## config.mk

```make
export PLATFORM = sky130hd
export DESIGN_NAME = ubx_ack_receiver
export DESIGN_NICKNAME = d
export VERILOG_FILES = /design/src/hdl/ubx_pkg.sv /design/src/hdl/ubx_in_stage.sv /design/src/hdl/ubx_core.sv /design/src/hdl/ubx_out_stage.sv /design/src/hdl/ubx_ack_receiver.sv
export SDC_FILE = /design/constraint.sdc
export NUM_CORES = 1
export LEC_CHECK = 0
export ABC_AREA = 1
export BUFFER_PORTS_ARGS = -buffer_cell sky130_fd_sc_hd__clkbuf_2
export CAP_MARGIN = 40
export CORE_ASPECT_RATIO = 1.75
export CORE_MARGIN = 2
export CORE_UTILIZATION = 30
export DETAILED_ROUTE_END_ITERATION = 8
export PLACE_DENSITY_LB_ADDON = 0.25
export SYNTH_ARGS = -nofsm -noshare
export SYNTH_HDL_FRONTEND = slang
export SYNTH_SLANG_ARGS = --single-unit
export TNS_END_PERCENT = 10
```

## constraint.sdc

```tcl
create_clock -name clk -period 3.5 [get_ports clk]
set_clock_uncertainty 0.1 [all_clocks]
set_input_delay 0.175 -clock clk [delete_from_list [all_inputs] [get_ports clk]]
set_output_delay 0.175 -clock clk [all_outputs]
set_load 0.05 [all_outputs]
```

## src/hdl/ubx_pkg.sv

```systemverilog
`timescale 1ns / 1ps
// ----------------------------------------------------------------------------
// ubx_pkg
// Shared types and constants of the acknowledge packet receiver.
// ----------------------------------------------------------------------------
package ubx_pkg;

	localparam logic [7:0] SYNC_FIRST  = 8'hB5;
	localparam logic [7:0] SYNC_SECOND = 8'h62;
	localparam logic [7:0] ACK_CLASS   = 8'h05;

	localparam int unsigned POS_W = 4;
	localparam int unsigned CFG_W = 16;

	localparam logic [7:0]  RST_EXPECTED_CLASS   = 8'd6;
	localparam logic [7:0]  RST_EXPECTED_MESSAGE = 8'd0;
	localparam logic [15:0] RST_TIMEOUT_MS       = 16'd1500;
	localparam logic [15:0] ELAPSED_MAX          = 16'hFFFF;

	typedef enum logic [1:0] {
		OP_START = 2'd0,
		OP_BYTE  = 2'd1,
		OP_TICK  = 2'd2,
		OP_RSVD  = 2'd3
	} op_t;

	typedef enum logic [1:0] {
		ST_OK       = 2'd0,
		ST_TIMEOUT  = 2'd1,
		ST_NAK      = 2'd2,
		ST_MISMATCH = 2'd3
	} status_t;

	typedef enum logic [1:0] {
		CFG_CLASS   = 2'd0,
		CFG_MESSAGE = 2'd1,
		CFG_TIMEOUT = 2'd2,
		CFG_NONE    = 2'd3
	} cfg_idx_t;

	typedef enum logic [POS_W-1:0] {
		POS_SYNC1   = 4'd0,
		POS_SYNC2   = 4'd1,
		POS_CLASS   = 4'd2,
		POS_KIND    = 4'd3,
		POS_LEN1    = 4'd4,
		POS_LEN2    = 4'd5,
		POS_ECLASS  = 4'd6,
		POS_EMSG    = 4'd7,
		POS_CK_A    = 4'd8,
		POS_CK_B    = 4'd9
	} pos_t;

	typedef struct packed {
		op_t        op;
		logic [7:0] rx_byte;
	} ubx_beat_t;

	typedef struct packed {
		logic    valid;
		status_t status;
	} ubx_result_t;

endpackage

```

## src/hdl/ubx_in_stage.sv

```systemverilog
`timescale 1ns / 1ps
// ----------------------------------------------------------------------------
// ubx_in_stage
// Input register: holds one accepted beat until the core consumes it.
// ----------------------------------------------------------------------------
module ubx_in_stage
	import ubx_pkg::*;
(
	input  logic      clk,
	input  logic      arst_n,
	input  logic      s_tvalid,
	output logic      s_tready,
	input  logic      [7:0] s_tdata,  // rx_byte[7:0]
	input  logic      [1:0] s_tuser,  // operation[1:0]
	input  logic      advance,
	output logic      valid_s1,
	output ubx_beat_t beat_s1
);

	assign s_tready = !valid_s1 || advance;

	always_ff @(posedge clk or negedge arst_n) begin
		if (!arst_n) begin
			valid_s1 <= 1'b0;
		end else if (s_tready) begin
			valid_s1 <= s_tvalid;
		end
	end

	always_ff @(posedge clk) begin
		if (s_tvalid && s_tready) begin
			beat_s1.op      <= op_t'(s_tuser);
			beat_s1.rx_byte <= s_tdata;
		end
	end

endmodule

```

## src/hdl/ubx_core.sv

```systemverilog
`timescale 1ns / 1ps
// ----------------------------------------------------------------------------
// ubx_core
// Packet state, checksum, timeout counter and configuration registers.
// ----------------------------------------------------------------------------
module ubx_core
	import ubx_pkg::*;
(
	input  logic        clk,
	input  logic        arst_n,
	input  logic        cfg_we,
	input  logic [1:0]  cfg_index,
	input  logic [CFG_W-1:0] cfg_data,
	input  logic        process,
	input  ubx_beat_t   beat_s1,
	output ubx_result_t result
);

	logic [7:0]       exp_class_q, exp_msg_q;
	logic [15:0]      timeout_q;

	logic             waiting_q, waiting_d;
	logic [POS_W-1:0] pos_q, pos_d;
	logic [7:0]       kind_q, kind_d;
	logic [7:0]       eclass_q, eclass_d;
	logic [7:0]       emsg_q, emsg_d;
	logic [7:0]       ck_a_q, ck_a_d;
	logic [7:0]       ck_b_q, ck_b_d;
	logic [7:0]       first_ck_q, first_ck_d;
	logic [15:0]      elapsed_q, elapsed_d;

	logic [7:0]       b;
	logic [7:0]       sum_a, sum_b;

	assign b     = beat_s1.rx_byte;
	assign sum_a = ck_a_q + b;
	assign sum_b = ck_b_q + sum_a;

	always_ff @(posedge clk or negedge arst_n) begin
		if (!arst_n) begin
			exp_class_q <= RST_EXPECTED_CLASS;
			exp_msg_q   <= RST_EXPECTED_MESSAGE;
			timeout_q   <= RST_TIMEOUT_MS;
		end else if (cfg_we) begin
			case (cfg_idx_t'(cfg_index))
				CFG_CLASS:   exp_class_q <= cfg_data[7:0];
				CFG_MESSAGE: exp_msg_q   <= cfg_data[7:0];
				CFG_TIMEOUT: timeout_q   <= cfg_data;
				default: ;
			endcase
		end
	end

	always_comb begin
		waiting_d     = waiting_q;
		pos_d         = pos_q;
		kind_d        = kind_q;
		eclass_d      = eclass_q;
		emsg_d        = emsg_q;
		ck_a_d        = ck_a_q;
		ck_b_d        = ck_b_q;
		first_ck_d    = first_ck_q;
		elapsed_d     = elapsed_q;
		result.valid  = 1'b0;
		result.status = ST_OK;

		if (beat_s1.op == OP_START) begin
			waiting_d  = 1'b1;
			pos_d      = POS_SYNC1;
			kind_d     = '0;
			eclass_d   = '0;
			emsg_d     = '0;
			ck_a_d     = '0;
			ck_b_d     = '0;
			first_ck_d = '0;
			elapsed_d  = '0;
		end else if (waiting_q && beat_s1.op == OP_TICK) begin
			if (elapsed_q != ELAPSED_MAX) begin
				elapsed_d = elapsed_q + 16'd1;
			end
			if (elapsed_d >= timeout_q) begin
				result.valid  = 1'b1;
				result.status = ST_TIMEOUT;
			end
		end else if (waiting_q && beat_s1.op == OP_BYTE) begin
			// A byte that arrives once the elapsed time has reached the limit ends the wait with a timeout.
			if (elapsed_q >= timeout_q) begin
				result.valid  = 1'b1;
				result.status = ST_TIMEOUT;
			end else begin
				case (pos_t'(pos_q))
					POS_SYNC1: begin
						if (b == SYNC_FIRST) pos_d = POS_SYNC2;
					end
					POS_SYNC2: begin
						if (b == SYNC_SECOND) pos_d = POS_CLASS;
					end
					POS_CLASS: begin
						if (b == ACK_CLASS) begin
							ck_a_d = sum_a;
							ck_b_d = sum_b;
							pos_d  = POS_KIND;
						end
					end
					POS_KIND: begin
						kind_d = b;
						ck_a_d = sum_a;
						ck_b_d = sum_b;
						pos_d  = POS_LEN1;
					end
					POS_LEN1, POS_LEN2: begin
						ck_a_d = sum_a;
						ck_b_d = sum_b;
						pos_d  = pos_q + 4'd1;
					end
					POS_ECLASS: begin
						eclass_d = b;
						ck_a_d   = sum_a;
						ck_b_d   = sum_b;
						pos_d    = POS_EMSG;
					end
					POS_EMSG: begin
						emsg_d = b;
						ck_a_d = sum_a;
						ck_b_d = sum_b;
						pos_d  = POS_CK_A;
					end
					POS_CK_A: begin
						first_ck_d = b;
						pos_d      = POS_CK_B;
					end
					default: begin
						result.valid = 1'b1;
						pos_d        = POS_SYNC1;
						if (kind_q == 8'd0) begin
							result.status = ST_NAK;
						end else if (eclass_q == exp_class_q && emsg_q == exp_msg_q &&
						             ck_a_q == first_ck_q && ck_b_q == b) begin
							result.status = ST_OK;
						end else begin
							result.status = ST_MISMATCH;
						end
					end
				endcase
			end
		end

		if (result.valid) begin
			waiting_d = 1'b0;
		end
	end

	always_ff @(posedge clk or negedge arst_n) begin
		if (!arst_n) begin
			waiting_q  <= 1'b0;
			pos_q      <= POS_SYNC1;
			kind_q     <= '0;
			eclass_q   <= '0;
			emsg_q     <= '0;
			ck_a_q     <= '0;
			ck_b_q     <= '0;
			first_ck_q <= '0;
			elapsed_q  <= '0;
		end else if (process) begin
			waiting_q  <= waiting_d;
			pos_q      <= pos_d;
			kind_q     <= kind_d;
			eclass_q   <= eclass_d;
			emsg_q     <= emsg_d;
			ck_a_q     <= ck_a_d;
			ck_b_q     <= ck_b_d;
			first_ck_q <= first_ck_d;
			elapsed_q  <= elapsed_d;
		end
	end

endmodule

```

## src/hdl/ubx_out_stage.sv

```systemverilog
`timescale 1ns / 1ps
// ----------------------------------------------------------------------------
// ubx_out_stage
// Result register facing the output stream.
// ----------------------------------------------------------------------------
module ubx_out_stage
	import ubx_pkg::*;
(
	input  logic        clk,
	input  logic        arst_n,
	input  logic        load,
	input  ubx_result_t result,
	output logic        slot_free,
	output logic        m_tvalid,
	input  logic        m_tready,
	output logic [7:0]  m_tdata   // status[1:0], zeros above
);

	status_t status_q;

	assign slot_free = !m_tvalid || m_tready;
	assign m_tdata   = {6'd0, status_q};

	always_ff @(posedge clk or negedge arst_n) begin
		if (!arst_n) begin
			m_tvalid <= 1'b0;
		end else if (load && result.valid) begin
			m_tvalid <= 1'b1;
		end else if (m_tready) begin
			m_tvalid <= 1'b0;
		end
	end

	always_ff @(posedge clk) begin
		if (load && result.valid) begin
			status_q <= result.status;
		end
	end

endmodule

```

## src/hdl/ubx_ack_receiver.sv

```systemverilog
`timescale 1ns / 1ps
// ----------------------------------------------------------------------------
// ubx_ack_receiver
// Watches received bytes for a ten-byte acknowledge packet and reports status.
//
//  Channel   Direction  Signals                        Content
//  s_*       in         s_tvalid s_tready s_tdata s_tuser   event, byte
//  m_*       out        m_tvalid m_tready m_tdata           status
//  cfg_*     in         cfg_we cfg_index cfg_data           register write
//
// One beat per cycle is accepted while s_tready is high; a status travels from the beat
// that caused it through the input register and then the result register.
// Reset clears the packet state and loads the register defaults; the block is
// ready as soon as reset is released. While a status waits on m_tready the
// input register holds its beat, and s_tready drops only when both are full.
// ----------------------------------------------------------------------------
module ubx_ack_receiver
	import ubx_pkg::*;
(
	input  logic              clk,
	input  logic              arst_n,
	input  logic              s_tvalid,
	output logic              s_tready,
	input  logic [7:0]        s_tdata,   // rx_byte[7:0]
	input  logic [1:0]        s_tuser,   // operation[1:0]
	output logic              m_tvalid,
	input  logic              m_tready,
	output logic [7:0]        m_tdata,   // status[1:0], zeros above
	input  logic              cfg_we,
	input  logic [1:0]        cfg_index,
	input  logic [CFG_W-1:0]  cfg_data
);

	logic        valid_s1;
	ubx_beat_t   beat_s1;
	logic        slot_free;
	logic        advance;
	ubx_result_t result;

	assign advance = valid_s1 && slot_free;

	ubx_in_stage u_in (
		.clk      (clk),
		.arst_n   (arst_n),
		.s_tvalid (s_tvalid),
		.s_tready (s_tready),
		.s_tdata  (s_tdata),
		.s_tuser  (s_tuser),
		.advance  (advance),
		.valid_s1 (valid_s1),
		.beat_s1  (beat_s1)
	);

	ubx_core u_core (
		.clk       (clk),
		.arst_n    (arst_n),
		.cfg_we    (cfg_we),
		.cfg_index (cfg_index),
		.cfg_data  (cfg_data),
		.process   (advance),
		.beat_s1   (beat_s1),
		.result    (result)
	);

	ubx_out_stage u_out (
		.clk       (clk),
		.arst_n    (arst_n),
		.load      (advance),
		.result    (result),
		.slot_free (slot_free),
		.m_tvalid  (m_tvalid),
		.m_tready  (m_tready),
		.m_tdata   (m_tdata)
	);

endmodule

```

==> results.ini <==
[routing]
ant_nets = 0
wl_per_cell_um = 15.18
viasPerCell = 4.691
drt-initial-drc-count = 349
num_vias = 6056
firstDrtPassIters = 5
drc = 0
routed_wl_mm = 19.59

[place]
io_buffers = 36
hpwl_mm = 15.33
post-place-ws_ns = 0.1368
gp_congestion = 0.8788

[worst_setup_path]
rr_endpoint = u_out.status_q[1]
critPathKind = flop to flop
cpMostUsedCell = nand2_1
path_buf_inv = 2
r2r-start = u_core.elapsed_q[0]
required_ns = 3.54
crit_path_max_fanout = 11
cp_slowest_stage_delay_ns = 0.43
cp_slowest_cell = dfrtp_1
reg2reg_depth = 18
reg2reg_slack_ns = 0.29
cp-start-kind = flop
crit_path_end_kind = flop
cp_cell_sequence = ha_2, nand2_1, nor3_1, nand2_2, nor2_4, nand2_4, nand2_1, xor2_1, inv_1, ha_1, nand4_1, nor3_2, nand3_1, nand3_1, nand2_1, nand2_1, nand2_1, inv_1
cpLargestDelayFamily = simple AND/OR/NAND/NOR gates
arrival_ns = 3.25

[job]
maxCapViolCount = 0

[run_status]
status = complete, no violations

[sta]
hold_viol_final = 0
finalSetupTns_ns = 0
setup_ws_ns = 0.2888
fin_crit_sh = 0.9175
maxSlewHeadroom = 0.5233
holdWs_ns = 0.005932
slew_viol_final = 0
fmax_mhz = 311.4
finalSetupViolations = 0
grt_setup_unrepaired = no
tightest_slew_ns = 0.7150
fin_crit_ns = 3.211

[global_route]
busiest_layer = met2
grt_pass1_wl_mm = 31.33
grtUsageMet2 = 0.3397
antenna_found_initial = 0
use_met1 = 0.1513
first_global_vias = 6157
grt_overflow = 0
grt_start_max_net_pins = 53
grt_usage = 0.1661
grtUsageMet3 = 0.03022

[finish]
utilization = 0.3646
drive_gt1_frac = 0.1155
area_delta_synth_final_pct = 20.07
diodes = 0
finalNetCount = 1060

[die]
coreArea_um2 = 23240
row_count = 74
start_util = 0.3037
dieArea_um2 = 24810
ios = 43
die_x_um = 119.9
die_h_um = 206.9

[power_and_ir_drop]
ir_drop_uv = 343.1
p_leak_nw = 4.315
powerDensity_nw_per_um2 = 717.5

[hold_path]
hold_path_end = u_core.timeout_q[0]
hold_class = primary input to flop
min-delay-start = cfg_data[0]
min_path_cells = 3

[clocking]
clk_pin_slew_ns = 0.06
clock_latency_ns = 0.42
cts_tree = yes
cts-htree-levels = 4
cts_buffer_depth = 2
cts-root-buf = clkbuf_16
cts-buffers-inserted = 17
cts.sinks = 115
cts_setup_buffers = 0

[logic_synthesis]
seq_area_frac_synth = 0.4179
ys_ff_latch = 115
synth_area_per_cell_um2 = 7.841
synth_cell_types = 41
syn_inst = 900
yosysWarnings = 0
syn_area_um2 = 7057

-- kinds of logic (layout without fill, tap and decap cells) --
kind of cell,after synthesis,count (layout),synth area share
adders and majority gates,53,53,0.09610
AOI/OAI and AO/OA,139,139,0.1046
xor gates and xnor gates,38,38,0.04823
and+or+nand+nor,415,415,0.2532
DFF,115,115,0.4179
buffers and inverters,139,221,0.07943
other,1,6,0.0005314
-- per-stage QoR --
step,power [mW],area (µm²),std cells
floorplan,3.737,7076,905
global route,6.621,8473,1291
CTS,6.145,8461,1291
global placement,4.346,7579,1229
finish,6.079,8473,1291
detailed placement,4.393,7594,1230
-- cell usage after synthesis, drive strengths merged --
cell / count / area share
a221oi: 1 / 0.0012
buf: 14 / 0.013
fa: 2 / 0.0057
xor2: 20 / 0.026
nand3: 35 / 0.027
o21bai: 2 / 0.0021
xnor2: 18 / 0.022
o221ai: 1 / 0.0012
o21ai: 82 / 0.059
nor2: 68 / 0.039
clkbuf: 9 / 0.0048
nor4: 2 / 0.0018
a211oi: 1 / 0.0011
o21a: 1 / 0.0011
ha: 51 / 0.090
a31oi: 5 / 0.0044
dfrtp: 94 / 0.33
a21o: 1 / 0.0011
nand4: 32 / 0.028
inv: 116 / 0.062
edfxtp: 12 / 0.051
a21oi: 39 / 0.028
nand2: 256 / 0.14
or2: 7 / 0.0062
conb: 1 / 0.00053
o22ai: 4 / 0.0035
dfstp: 9 / 0.034
a22o: 2 / 0.0025
nor3: 15 / 0.012
-- worst max path at each step --
stage                        endpoint  cells after the start           startpoint
CTS                 u_out.status_q[1]                     18  u_core.elapsed_q[0]
floorplan           u_out.status_q[0]                     19  u_core.elapsed_q[0]
global placement    u_out.status_q[0]                     18  u_core.elapsed_q[0]
global route        u_out.status_q[1]                     21  u_core.elapsed_q[0]
finish              u_out.status_q[1]                     18  u_core.elapsed_q[0]
detailed placement  u_out.status_q[0]                     18  u_core.elapsed_q[0]
-- routing by layer --
| layer | wire (µm) | up-vias |
|---|---|---|
| met5 | 0 | - |
| met4 | 862 | 0 |
| met3 | 424 | 47 |
| met2 | 11460 | 104 |
| met1 | 6842 | 2825 |
| li1 | - | 3080 |
-- cells in the final DEF, fill, tap and decap left out, types with 18 or more instances in the layout --
cell	count
a21oi_1	39
clkbuf_16	18
clkbuf_2	35
dfrtp_1	94
dlygate4sd3_1	29
ha_1	50
inv_1	111
nand2_1	250
nand3_1	33
nand4_1	32
nor2_1	64
o21ai_0	65
xnor2_1	18
xor2_1	19
-- tightest hold or removal path, delay by kind of cell --
| family | cells | cell delay [ns] |
|---|---|---|
| buffers and inverters | 2 | 0.16 |
| AOI/OAI and AO/OA | 1 | 0.16 |
-- where the power goes --
| group | internal, mW | leakage [nW] | switching, mW |
|---|---|---|---|
| sequential | 1.72 | 1.41 | 0.312 |
| combinational | 0.908 | 2.62 | 1.44 |
| clock | 1.02 | 0.279 | 0.682 |
-- layout make-up --
class | instances | area [µm²]
well taps | 304 | 380.4
inverters | 116 | 435.4
clock buffers | 18 | 450.4
flip-flops and latches | 115 | 2949
clock inverters | 14 | 126.4
fillers | 2453 | 14770
repair buffers | 73 | 553.0
multi-input cells | 651 | 3578
-- sequential cells by signal (all words and copies together) (netlist names) --
name and count:
u_core.pos_q 4, u_core.timeout_q 16, u_core.first_ck_q 8, u_core.ck_b_q 8, u_out.m_tvalid 1, u_core.exp_class_q 8, u_in.valid_s1 1, u_in.beat_s1 10
u_out.status_q 2, u_core.waiting_q 1, u_core.eclass_q 8, u_core.elapsed_q 16, u_core.exp_msg_q 8, u_core.ck_a_q 8, u_core.emsg_q 8, u_core.kind_q 8
-- timing repair --
| item | 4_1_cts | 5_1_grt |
|---|---|---|
| endpoints found under the setup margin | 0 | 4 |
| hold endpoints to repair | 78 | 0 |
| hold buffers | 29 | 0 |
| gates resized for setup | 0 | 3 |
No activity file was read; power rests on OpenSTA's default activity.
